$ cat src/hdl/gfba_ram.sv
// Generic simple dual-port RAM with one write port and one registered read port.
module gfba_ram #(
  parameter int WIDTH = 8,
  parameter int DEPTH = 16
) (
  input  logic                                         clk,
  input  logic                                         we,
  input  logic [((DEPTH > 1) ? $clog2(DEPTH) : 1)-1:0] waddr,
  input  logic [WIDTH-1:0]                             wdata,
  input  logic [((DEPTH > 1) ? $clog2(DEPTH) : 1)-1:0] raddr,
  output logic [WIDTH-1:0]                             rdata
);

  logic [WIDTH-1:0] mem [DEPTH];

  always_ff @(posedge clk) begin
    if (we) begin
      mem[waddr] <= wdata;
    end
    rdata <= mem[raddr];
  end

endmodule
$ cat config.mk
export PLATFORM = sky130hd
export DESIGN_NAME = gfba_ram
export DESIGN_NICKNAME = d
export VERILOG_FILES = /design/src/hdl/gfba_ram.sv
export SDC_FILE = /design/constraint.sdc
export NUM_CORES = 1
export LEC_CHECK = 0
export ABC_CLOCK_PERIOD_IN_PS = 3980
export BUFFER_PORTS_ARGS = -buffer_cell sky130_fd_sc_hd__buf_2
export CORE_ASPECT_RATIO = 1.4
export CORE_UTILIZATION = 60
export DETAILED_ROUTE_END_ITERATION = 6
export GPL_TIMING_DRIVEN = 1
export PLACE_DENSITY_LB_ADDON = 0.2
export SETUP_SLACK_MARGIN = 0.2
export SYNTH_ARGS = -nofsm -noshare
export SYNTH_HDL_FRONTEND = slang
export SYNTH_SLANG_ARGS = --single-unit
$ cat constraint.sdc
create_clock -name clk -period 3.98 [get_ports clk]
set_input_delay 0.199 -clock clk [delete_from_list [all_inputs] [get_ports clk]]
set_output_delay 0.199 -clock clk [all_outputs]
set_load 0.01 [all_outputs]
# ---- Word-level counts from Yosys, hierarchy flattened
# Memories as Yosys holds them, arrays and structs flattened. A register that Yosys moved wholly into a read port is not among the register bits.
# Index checks and enable logic that the tools add are counted.
dict set report totals {
  reg_bits 0
  ramBits 128
  inputBits 18
  n_memories 1
}
dict set report classes {
  muxes 2
}
# memory depth width rd rd_clocked_by_memory_dff write_ports line
set memory_table {}
lappend memory_table {mem 16 8 1 1 1 14} ;# logic [WIDTH-1:0] mem [DEPTH];
# op n
set op_table {}
lappend op_table {{two-way mux 1 bit} 2}

# ---- Longest topological paths before layout
# Gate-level depths: netlist (run 1).
dict set report logic_depth {
  depth_word 2
  depth_mapped 5
  mapped_depth_nobuf 3
}

# ---- Worst setup path after synthesis (run 1)
# Ideal clock, no wire load.
dict set report synth_timing {
  path_kind {input port to flip-flop}
  startpoint {input waddr[2] in the netlist's numbering}
  endpoint {memory mem[0][0] (enable)}
  t_arrival_ns 1.309
  t_required_ns 3.597
  setup_slack_ns 2.288
  cell_stages 2
  path_buffers 0
  cell_sequence {or3b_2 > nor3_1}
}
# element line
set synth_rtl {}
lappend synth_rtl {{start: declaration} 8} ;# input logic [((DEPTH > 1) ? $clog2(DEPTH) : 1)-1:0] waddr,
lappend synth_rtl {{end: declaration} 14}
# Straight into the memory's write port.

==> flow_results.org, run 1 <==
** Synthesis
- Ranked by total cell area, the synthesized netlist is headed by sky130_fd_sc_hd__edfxtp_1 (75%), sky130_fd_sc_hd__mux4_2 (7.9%), sky130_fd_sc_hd__mux4_1 (7.1%), sky130_fd_sc_hd__dfxtp_1 (3.1%), sky130_fd_sc_hd__a22oi_1 (2.3%).
- Sequential area share after synthesis :: 77.8%
- Averaged over all synthesized cells, the footprint is 22.5 sq um.
- Post-synthesis cell type with the largest combined area :: sky130_fd_sc_hd__edfxtp_1
- Synthesized-area fraction occupied by and/or/nand/nor cells :: 3.18%
- Post-synthesis adder-cell area fraction :: 0%
- Post-synthesis compound-gate area fraction :: 2.33%
- Synthesis handed over a netlist of 229 instances.
- Synthesis instantiated 19 different standard cells from the library.
- Mux share of post-synthesis cell area :: 15.0%
- The synthesized design contains 136 register bits.
- During synthesis, Yosys emitted a total of 0 warnings.
- The top cell type by area accounts for 74.7% of the synthesized area.
- After synthesis, the largest family of logic cells by area is multiplexers.
- The synthesized netlist devotes 0% of its cell area to XOR and XNOR gates.
- The number of nets in the synthesized netlist is 247.
- The synthesized netlist occupies a cell area of 5150 sq um.

** Placement
- Sum of net half-perimeters after detailed placement :: 5620 um
- Placer Congestion :: 0.729
- Port Buffers :: 25
- Summing all placed instances gives a cell area of 5340 sq um.

** Finish
- Summing all non-filler instances in the final layout gives an area of 5870 sq um.
- Final standard cell utilization of the core :: 71.1%
- Cells with a size suffix above 1 make up 25.5% of the layout.
- Compared with the post-synthesis result, the final layout area differs by 14.0%.
- Antenna Diode Count :: 0
- The net count of the finished layout is 284.

** CTS
- The root buffer cell chosen for the clock tree is sky130_fd_sc_hd__clkbuf_16.
- Clock-pin transition on the worst setup and hold timing paths :: 0.06 ns
- Counting every sink on the clock net gives 136.
- The number of gates resized after CTS was 0.
- The clock reaches the later pin of the worst-skew pair after 0.41 ns.
- Counting along the longest clock path gives a buffer depth of 2.
- CTS Hold Bufs :: 0
- Post-CTS timing repair inserted 0 buffers for setup.
- TritonCTS created 17 clock buffers.
- Deepest level of the CTS H-tree :: 4
- CTS tree :: done

** Routing
- Overall via count from detail_route :: 2343
- Via-per-instance ratio :: 6.17
- Post-DRT Antenna Nets :: 0
- Length of the first detailed-routing pass in iterations :: 4
- DRT iter0 DRCs :: 161
- Average detailed-routed wire length per instance :: 24.4 um
- Wires add up to 9280 um.
- Total DRC errors in the routed layout :: 0

** Timing
- Worst relative slew slack :: 17.0%
- For the finished layout, the period the worst path requires is 1.76 ns.
- Fin Clk Skew :: 0.00778 ns
- For the pin with the worst max-slew slack, the measured transition is 1.24 ns.
- Share of the clock period used by the worst path after layout :: 44.2%
- Final total negative setup slack :: 0 ns
- Worst Hold Margin :: 0.171 ns
- Setup repair after global routing left no endpoint under its margin.
- For this run, the top clock speed supported by timing is 569 MHz.
- Slew Limit Fails :: 0
- The count of final hold-check violations is 0.
- Final setup vio count :: 0

** Pwr
- In this run, the combinational gates consume 4.5% of the power.
- For this design the static power due to leakage is 1.97 nW.
- Post-layout power :: 3.16 mW
- Of the total power, registers draw 51.1%.
- P_int :: 2.54 mW
- IR analysis of the VDD net gives a maximum drop of 0.000361 V.
- Switching Fraction :: 19.4%
- Part of the total power dissipated in the clock network :: 44.4%
- Net switching power :: 0.613 mW
- Pwr dens :: 538 nW/um^2

** GRT
- Total global routing track utilization :: 23.7%
- The via count of the first global-routing pass is 2378.
- The first global-routing pass estimated 13900 um of wire.
- For this run the aggregate overflow at the end of global routing stands at 0.
- Antenna violations before repair :: 0
- Entering global routing, the biggest net connects 33 pins.

** Critical path
- The setup check on the worst reg-to-reg path leaves a slack of 2.61 ns.
- The number of buffers and inverters on the critical path is 1.
- Critical path fanouts, max :: 32
- Max incr delay on CP :: 0.78 ns
- STA classifies the critical path startpoint as an input pin.
- Cell with the biggest individual delay on the critical path :: sky130_fd_sc_hd__buf_2
- Category of the most critical setup path :: in2reg
- At the worst endpoint, the required time is 4.27 ns.
- In this run the critical register-to-register path is launched from mem[9][1]$_DFFE_PP_.
- Cell chain of the critical path :: buf_2 -> mux4_1 -> a22oi_1 -> nand2_1
- The critical path starts at raddr[0].
- Category of the worst setup path capture point :: flop
- The kind of cell with the highest combined delay along the critical path is buffers and inverters.
- Critical Path AT :: 2.05 ns

** Worst hold path
- Class of the tightest hold or removal check :: in2reg
- Launch point of the worst hold path :: wdata[6]

** Run
- Number of maximum-capacitance violations :: 0

** Die
- I/O pin cnt :: 26
- The die covers 8960 sq um.
- Initial cell density of the core :: 62.4%
- Placeable core region :: 8250 sq um
- Vertical die dimension :: 112 um
- The floorplan has 39 rows.
- The floorplan step set the die width to 80.3 um.

** Status
- Outcome :: finished, final reports clean
[layout by cell type (no fill, tap or decap)]
master	count
sky130_fd_sc_hd__nand2b_1	2
sky130_fd_sc_hd__clkbuf_1	7
sky130_fd_sc_hd__clkbuf_8	2
sky130_fd_sc_hd__or3b_2	1
sky130_fd_sc_hd__nor2b_1	1
sky130_fd_sc_hd__nor3_1	4
sky130_fd_sc_hd__clkbuf_16	17
sky130_fd_sc_hd__bufinv_16	1
sky130_fd_sc_hd__edfxtp_1	128
sky130_fd_sc_hd__a22oi_1	16
sky130_fd_sc_hd__and2b_1	1
sky130_fd_sc_hd__nor2_1	13
sky130_fd_sc_hd__dfxtp_1	8
sky130_fd_sc_hd__nand3b_1	2
sky130_fd_sc_hd__nand3_1	1
sky130_fd_sc_hd__mux4_2	18
sky130_fd_sc_hd__mux4_1	14
sky130_fd_sc_hd__and2_1	1
sky130_fd_sc_hd__nand2_1	9
sky130_fd_sc_hd__buf_2	25
sky130_fd_sc_hd__clkinv_2	4
sky130_fd_sc_hd__buf_4	3
[cell usage after synthesis]
cell,number
sky130_fd_sc_hd__nor3_1,4
sky130_fd_sc_hd__and2_1,1
sky130_fd_sc_hd__buf_4,1
sky130_fd_sc_hd__nor2b_1,1
sky130_fd_sc_hd__mux4_1,14
sky130_fd_sc_hd__edfxtp_1,128
sky130_fd_sc_hd__nor2_1,13
sky130_fd_sc_hd__buf_2,3
sky130_fd_sc_hd__dfxtp_1,8
sky130_fd_sc_hd__a22oi_1,16
sky130_fd_sc_hd__clkdlybuf4s25_2,3
sky130_fd_sc_hd__mux4_2,18
sky130_fd_sc_hd__nand3_1,1
sky130_fd_sc_hd__buf_6,3
sky130_fd_sc_hd__nand2_1,9
sky130_fd_sc_hd__nand3b_1,2
sky130_fd_sc_hd__and2b_1,1
sky130_fd_sc_hd__nand2b_1,2
sky130_fd_sc_hd__or3b_2,1
[through the flow]
stage / std cells / worst slack, ns
finish: 380 / 2.22
global route: 380 / 2.06
CTS: 380 / 2.16
detailed placement: 349 / 1.73
global placement: 349 / 1.75
floorplan: 229 / 2.29
[area by class of cell]
class	count	area, sq um
flip-flops and latches	136	4000
clock buffers	26	479
clock inverters	5	50.0
multi-input cells	83	1060
repair buffers	28	148
fillers	491	2380
well taps	102	128
[flip-flops by register name, indices dropped and copies added (netlist names)]
signal and flops:
mem 128, rdata 8
[kinds of logic after synthesis]
group,after synthesis
compound gates,16
buf+inv,10
flops,136
mux,32
simple gates,35
[layer usage]
| layer | vias to the layer above | track usage (%) | wire length [um] |
|---|---|---|---|
| li1 | 1045 | - | - |
| met1 | 1215 | 32.0 | 3860 |
| met2 | 66 | 36.8 | 4830 |
| met3 | 17 | 6.15 | 391 |
| met4 | 0 | 10.8 | 203 |
| met5 | - | 0 | 0 |
[power groups by stage]
stage | sequential (mW) | combinational (mW) | clock (mW)
3_3_place_gp | 1.64 | 0.139 | 0
3_5_place_dp | 1.64 | 0.143 | 0
4_1_cts | 1.61 | 0.143 | 1.42
2_1_floorplan | 1.64 | 0.0813 | 0
5_1_grt | 1.61 | 0.154 | 1.47
6_report | 1.61 | 0.142 | 1.40
[path summary, 6_finish.rpt]
check,endpoint,depth (start not counted)
worst min-delay path,mem[14][6]$_DFFE_PP_,1
worst max-delay path,rdata[1]$_DFF_P_,4
worst min register to register,rdata[3]$_DFF_P_,3
worst max register to register,rdata[1]$_DFF_P_,3
Note: power is estimated with default switching activity, not from simulation.
==> run 2: changes to the inputs <==
--- a/config.mk
+++ b/config.mk
@@ -5,7 +5,8 @@
 export SDC_FILE = /design/constraint.sdc
 export NUM_CORES = 1
 export LEC_CHECK = 0
-export ABC_CLOCK_PERIOD_IN_PS = 3980
+export ABC_AREA = 1
+export ABC_CLOCK_PERIOD_IN_PS = 1700
 export BUFFER_PORTS_ARGS = -buffer_cell sky130_fd_sc_hd__buf_2
 export CORE_ASPECT_RATIO = 1.4
 export CORE_UTILIZATION = 60
==> constraint.sdc (replaced) <==
create_clock -name clk -period 1.7 [get_ports clk]
set_input_delay 0.085 -clock clk [delete_from_list [all_inputs] [get_ports clk]]
set_output_delay 0.085 -clock clk [all_outputs]
set_load 0.01 [all_outputs]
==> run 2 against run 1 <==
Compared with the run above: the run now ends with design-rule violations left; hold slack got worse by 0.14 ns; synthesized area up 12%; sequential power up 130%; synthesized cell count grew 140%; final area up 12%; via count increased by 61%; power increased by 140%.
==> flow_results.org, run 2 <==
** Timing
- Static timing analysis puts the maximum clock frequency at 959 MHz.
- Fin Clk Skew :: 0.0144 ns
- Worst relative slew slack :: 61.2%
- The worst path meets setup with 0.657 ns of slack.
- Adding up every negative setup slack in the final design gives 0 ns.
- Dividing the final minimum period by the clock period gives 61.4%.
- Final hold viol count :: 0
- Setup repair after global routing left no endpoint under its margin.
- The routed design could run at a clock period as short as 1.04 ns.
- Hold timing on the final database bottoms out at a slack of 0.0348 ns.
- The final count of pins violating max slew was 0.
- Final setup vio count :: 0
- At the pin with the least slew margin, the transition time is 0.581 ns.

** Routing
- Total DRC errors in the routed layout :: 1
- Overall via count from detail_route :: 3768
- DRT iter0 DRCs :: 239
- In this run the remaining antenna-violating nets after routing total 0.
- Length of the first detailed-routing pass in iterations :: 7
- Post-Route WL :: 12700 um
- Dividing the detail-routed via count by the number of cells gives 5.28.
- Average detailed-routed wire length per instance :: 17.8 um

** Die
- Vertical die dimension :: 118 um
- DIE WIDTH :: 84.9 um
- The core region is 9410 sq um.
- Area of the die :: 10000 sq um
- The initial utilization of the core area, before any placement, comes to 61.3%.
- 26 I/O pins were placed.
- The floorplan has 42 rows.

** CTS
- Buffers inserted during clock tree synthesis total 17.
- Clock tree sinks :: 136
- Clock-pin transition on the worst setup and hold timing paths :: 0.05 ns
- The number of setup buffers added after CTS is 0.
- CTS Hold Bufs :: 0
- Number of instances resized during post-cts repair :: 0
- Root cell of the clock tree :: sky130_fd_sc_hd__clkbuf_16
- Source-to-sink clock delay at the later pin of the worst-skew pair :: 0.41 ns
- CTS tree :: done
- Deepest level of the CTS H-tree :: 4
- Counting along the longest clock path gives a buffer depth of 2.

** GRT
- The first global-routing pass estimated 19900 um of wire.
- Largest net degree at the start of global routing :: 65
- GR Overflow Total :: 0
- Across every metal layer, demand over resource in global routing totals 27.7%.
- Antenna violations before repair :: 0
- The via count of the first global-routing pass was 3827.

** Synthesis
- Main synth FF type :: sky130_fd_sc_hd__edfxtp_1
- Among all cell types in the netlist, the one instantiated most often is sky130_fd_sc_hd__nand2_1.
- Total nets after synthesis :: 569
- Library cells used by synthesis :: 12
- Dominant cells by area after synthesis :: sky130_fd_sc_hd__edfxtp_1 (67%), sky130_fd_sc_hd__nand2_1 (11%), sky130_fd_sc_hd__nand3_1 (8.4%), sky130_fd_sc_hd__inv_1 (6.5%), sky130_fd_sc_hd__dfxtp_1 (2.8%)
- Yosys mapped a number of flops with a built-in enable equal to 128.
- The largest total area in the synthesized netlist belongs to sky130_fd_sc_hd__edfxtp_1.
- Yosys printed 0 warnings.
- The share of synthesized area in the top cell type comes to 66.7%.
- Leading cell types by count after synthesis :: sky130_fd_sc_hd__nand2_1 (173), sky130_fd_sc_hd__edfxtp_1 (128), sky130_fd_sc_hd__inv_1 (100), sky130_fd_sc_hd__nand3_1 (97), sky130_fd_sc_hd__nor2_1 (17)
- The cell area that synthesis handed to floorplanning was 5770 sq um.
- In the synthesized netlist the async set-or-reset flop fraction comes to 0%.
- Sequential area share after synthesis :: 69.4%
- After synthesis, the mean cell area works out to 10.5 sq um.
- In the synthesized netlist, the number of instances is 551.
- In this run, synthesis produced a sequential element count of 136.

** Status
- The run finished, with violations left.
- Failing checks :: design-rule violations

** Placement
- Sum of net half-perimeters after detailed placement :: 7840 um
- Buffers placed on the I/O ports in this run total 25.
- At the placement stage, the worst setup path has a slack of 0.469 ns.
- Placer Congestion :: 0.899

** Pwr
- Peak ir drop on the vdd network :: 0.000785 V
- For this design the ratio of total power to cell area is 1160 nW/um^2.
- P_leak :: 2.89 nW

** Critical path
- The worst setup path is launched from a flop.
- Critical Path AT :: 1.35 ns
- Category of the worst setup path capture point :: flop
- Critical path fanouts, max :: 1
- Required time of the critical path :: 2.00 ns
- Category of the most critical setup path :: reg2reg

** Finish
- Antenna Diode Count :: 0
- Top library cells by usage in the layout, fill and taps aside :: sky130_fd_sc_hd__nand2_1 (173), sky130_fd_sc_hd__edfxtp_1 (128), sky130_fd_sc_hd__inv_1 (100), sky130_fd_sc_hd__nand3_1 (97), sky130_fd_sc_hd__buf_2 (25)
- The final layout contains 608 nets.
- Fraction of layout cells with a size suffix above 1 :: 11.8%
- The largest registers in the layout are mem: 128 flops, rdata: 8 flops.
- Layout Area Growth over Synthesis :: 14.1%
- Register name with the most flops :: mem
- Flip-flop count of the largest register, all copies and words added :: 128
- Most common cell after layout, fill and taps aside :: sky130_fd_sc_hd__nand2_1

** Run
- The tool flagged a number of max-cap violations equal to 0.

** Worst hold path
- Class of the tightest hold or removal check :: in2reg
## run 2: cell count changes in the layout (fill, tap and decap cells not counted), sizes merged, moves of 5 or more
| cell | delta |
|---|---|
| a22oi | -16 |
| buf | +16 |
| clkbuf | -5 |
| inv | +102 |
| mux4 | -32 |
| nand2 | +164 |
| nand3 | +96 |
## run 2: final timing paths
check	slack [ns]	depth (start not counted)	to	from
worst max register to register	0.66	6	rdata[0]$_DFF_P_	mem[1][0]$_DFFE_PP_
worst max-delay path	0.66	6	rdata[0]$_DFF_P_	mem[1][0]$_DFFE_PP_
worst min register to register	0.67	6	rdata[3]$_DFF_P_	mem[2][3]$_DFFE_PP_
worst min-delay path	0.03	3	rdata[0]$_DFF_P_	raddr[3]
## run 2: cell families after synthesis
group | after synthesis | share of synthesized area [%]
and+or+nand+nor | 289 | 21.0
buffers and inverters | 126 | 9.52
DFF | 136 | 69.4
## run 2: power breakdown
part | total [mW] | internal, mW | leakage [nW] | switching [mW]
combinational | 0.456 | 0.133 | 1.40 | 0.322
sequential | 3.78 | 3.75 | 1.22 | 0.0268
clock | 3.37 | 2.13 | 0.263 | 1.25
total | 7.61 | 6.01 | 2.89 | 1.60
## run 2: final cells by class
| class | instances | area, sq um |
|---|---|---|
| flip-flops and latches | 136 | 4000 |
| clock inverters | 11 | 106 |
| well taps | 110 | 138 |
| inverters | 102 | 383 |
| multi-input cells | 289 | 1210 |
| clock buffers | 21 | 440 |
| fillers | 684 | 2830 |
| repair buffers | 44 | 293 |
## run 2: layer usage
layer  vias to the layer above  part of all wire [%]  routed length [um]  track usage (%)
li1                       1847                     -                   -                -
met1                      1727                    38                4880             33.7
met2                       161                    52                6650             47.2
met3                        33                   5.6                 717             4.56
met4                         0                   3.6                 460             14.5
met5                         -                     0                   0                0
## run 2: per-stage QoR
step                cells  utilization [%]  total power, mW  instance area, sq um
finish                713             69.9             7.61                  6580
global route          713             69.9             7.81                  6580
CTS                   713             69.9             7.64                  6580
detailed placement    681             64.1             4.30                  6030
global placement      681             64.1             4.29                  6030
floorplan             551                -             4.11                  5770
## run 2: worst max-delay path, cell delays in order, from the launching register on
cell and delay, ns:
sky130_fd_sc_hd__edfxtp_1 0.37, sky130_fd_sc_hd__inv_1 0.07, sky130_fd_sc_hd__nand2_1 0.05, sky130_fd_sc_hd__nand3_1 0.11, sky130_fd_sc_hd__nand3_1 0.14, sky130_fd_sc_hd__nand3_1 0.13
sky130_fd_sc_hd__nand2_1 0.07
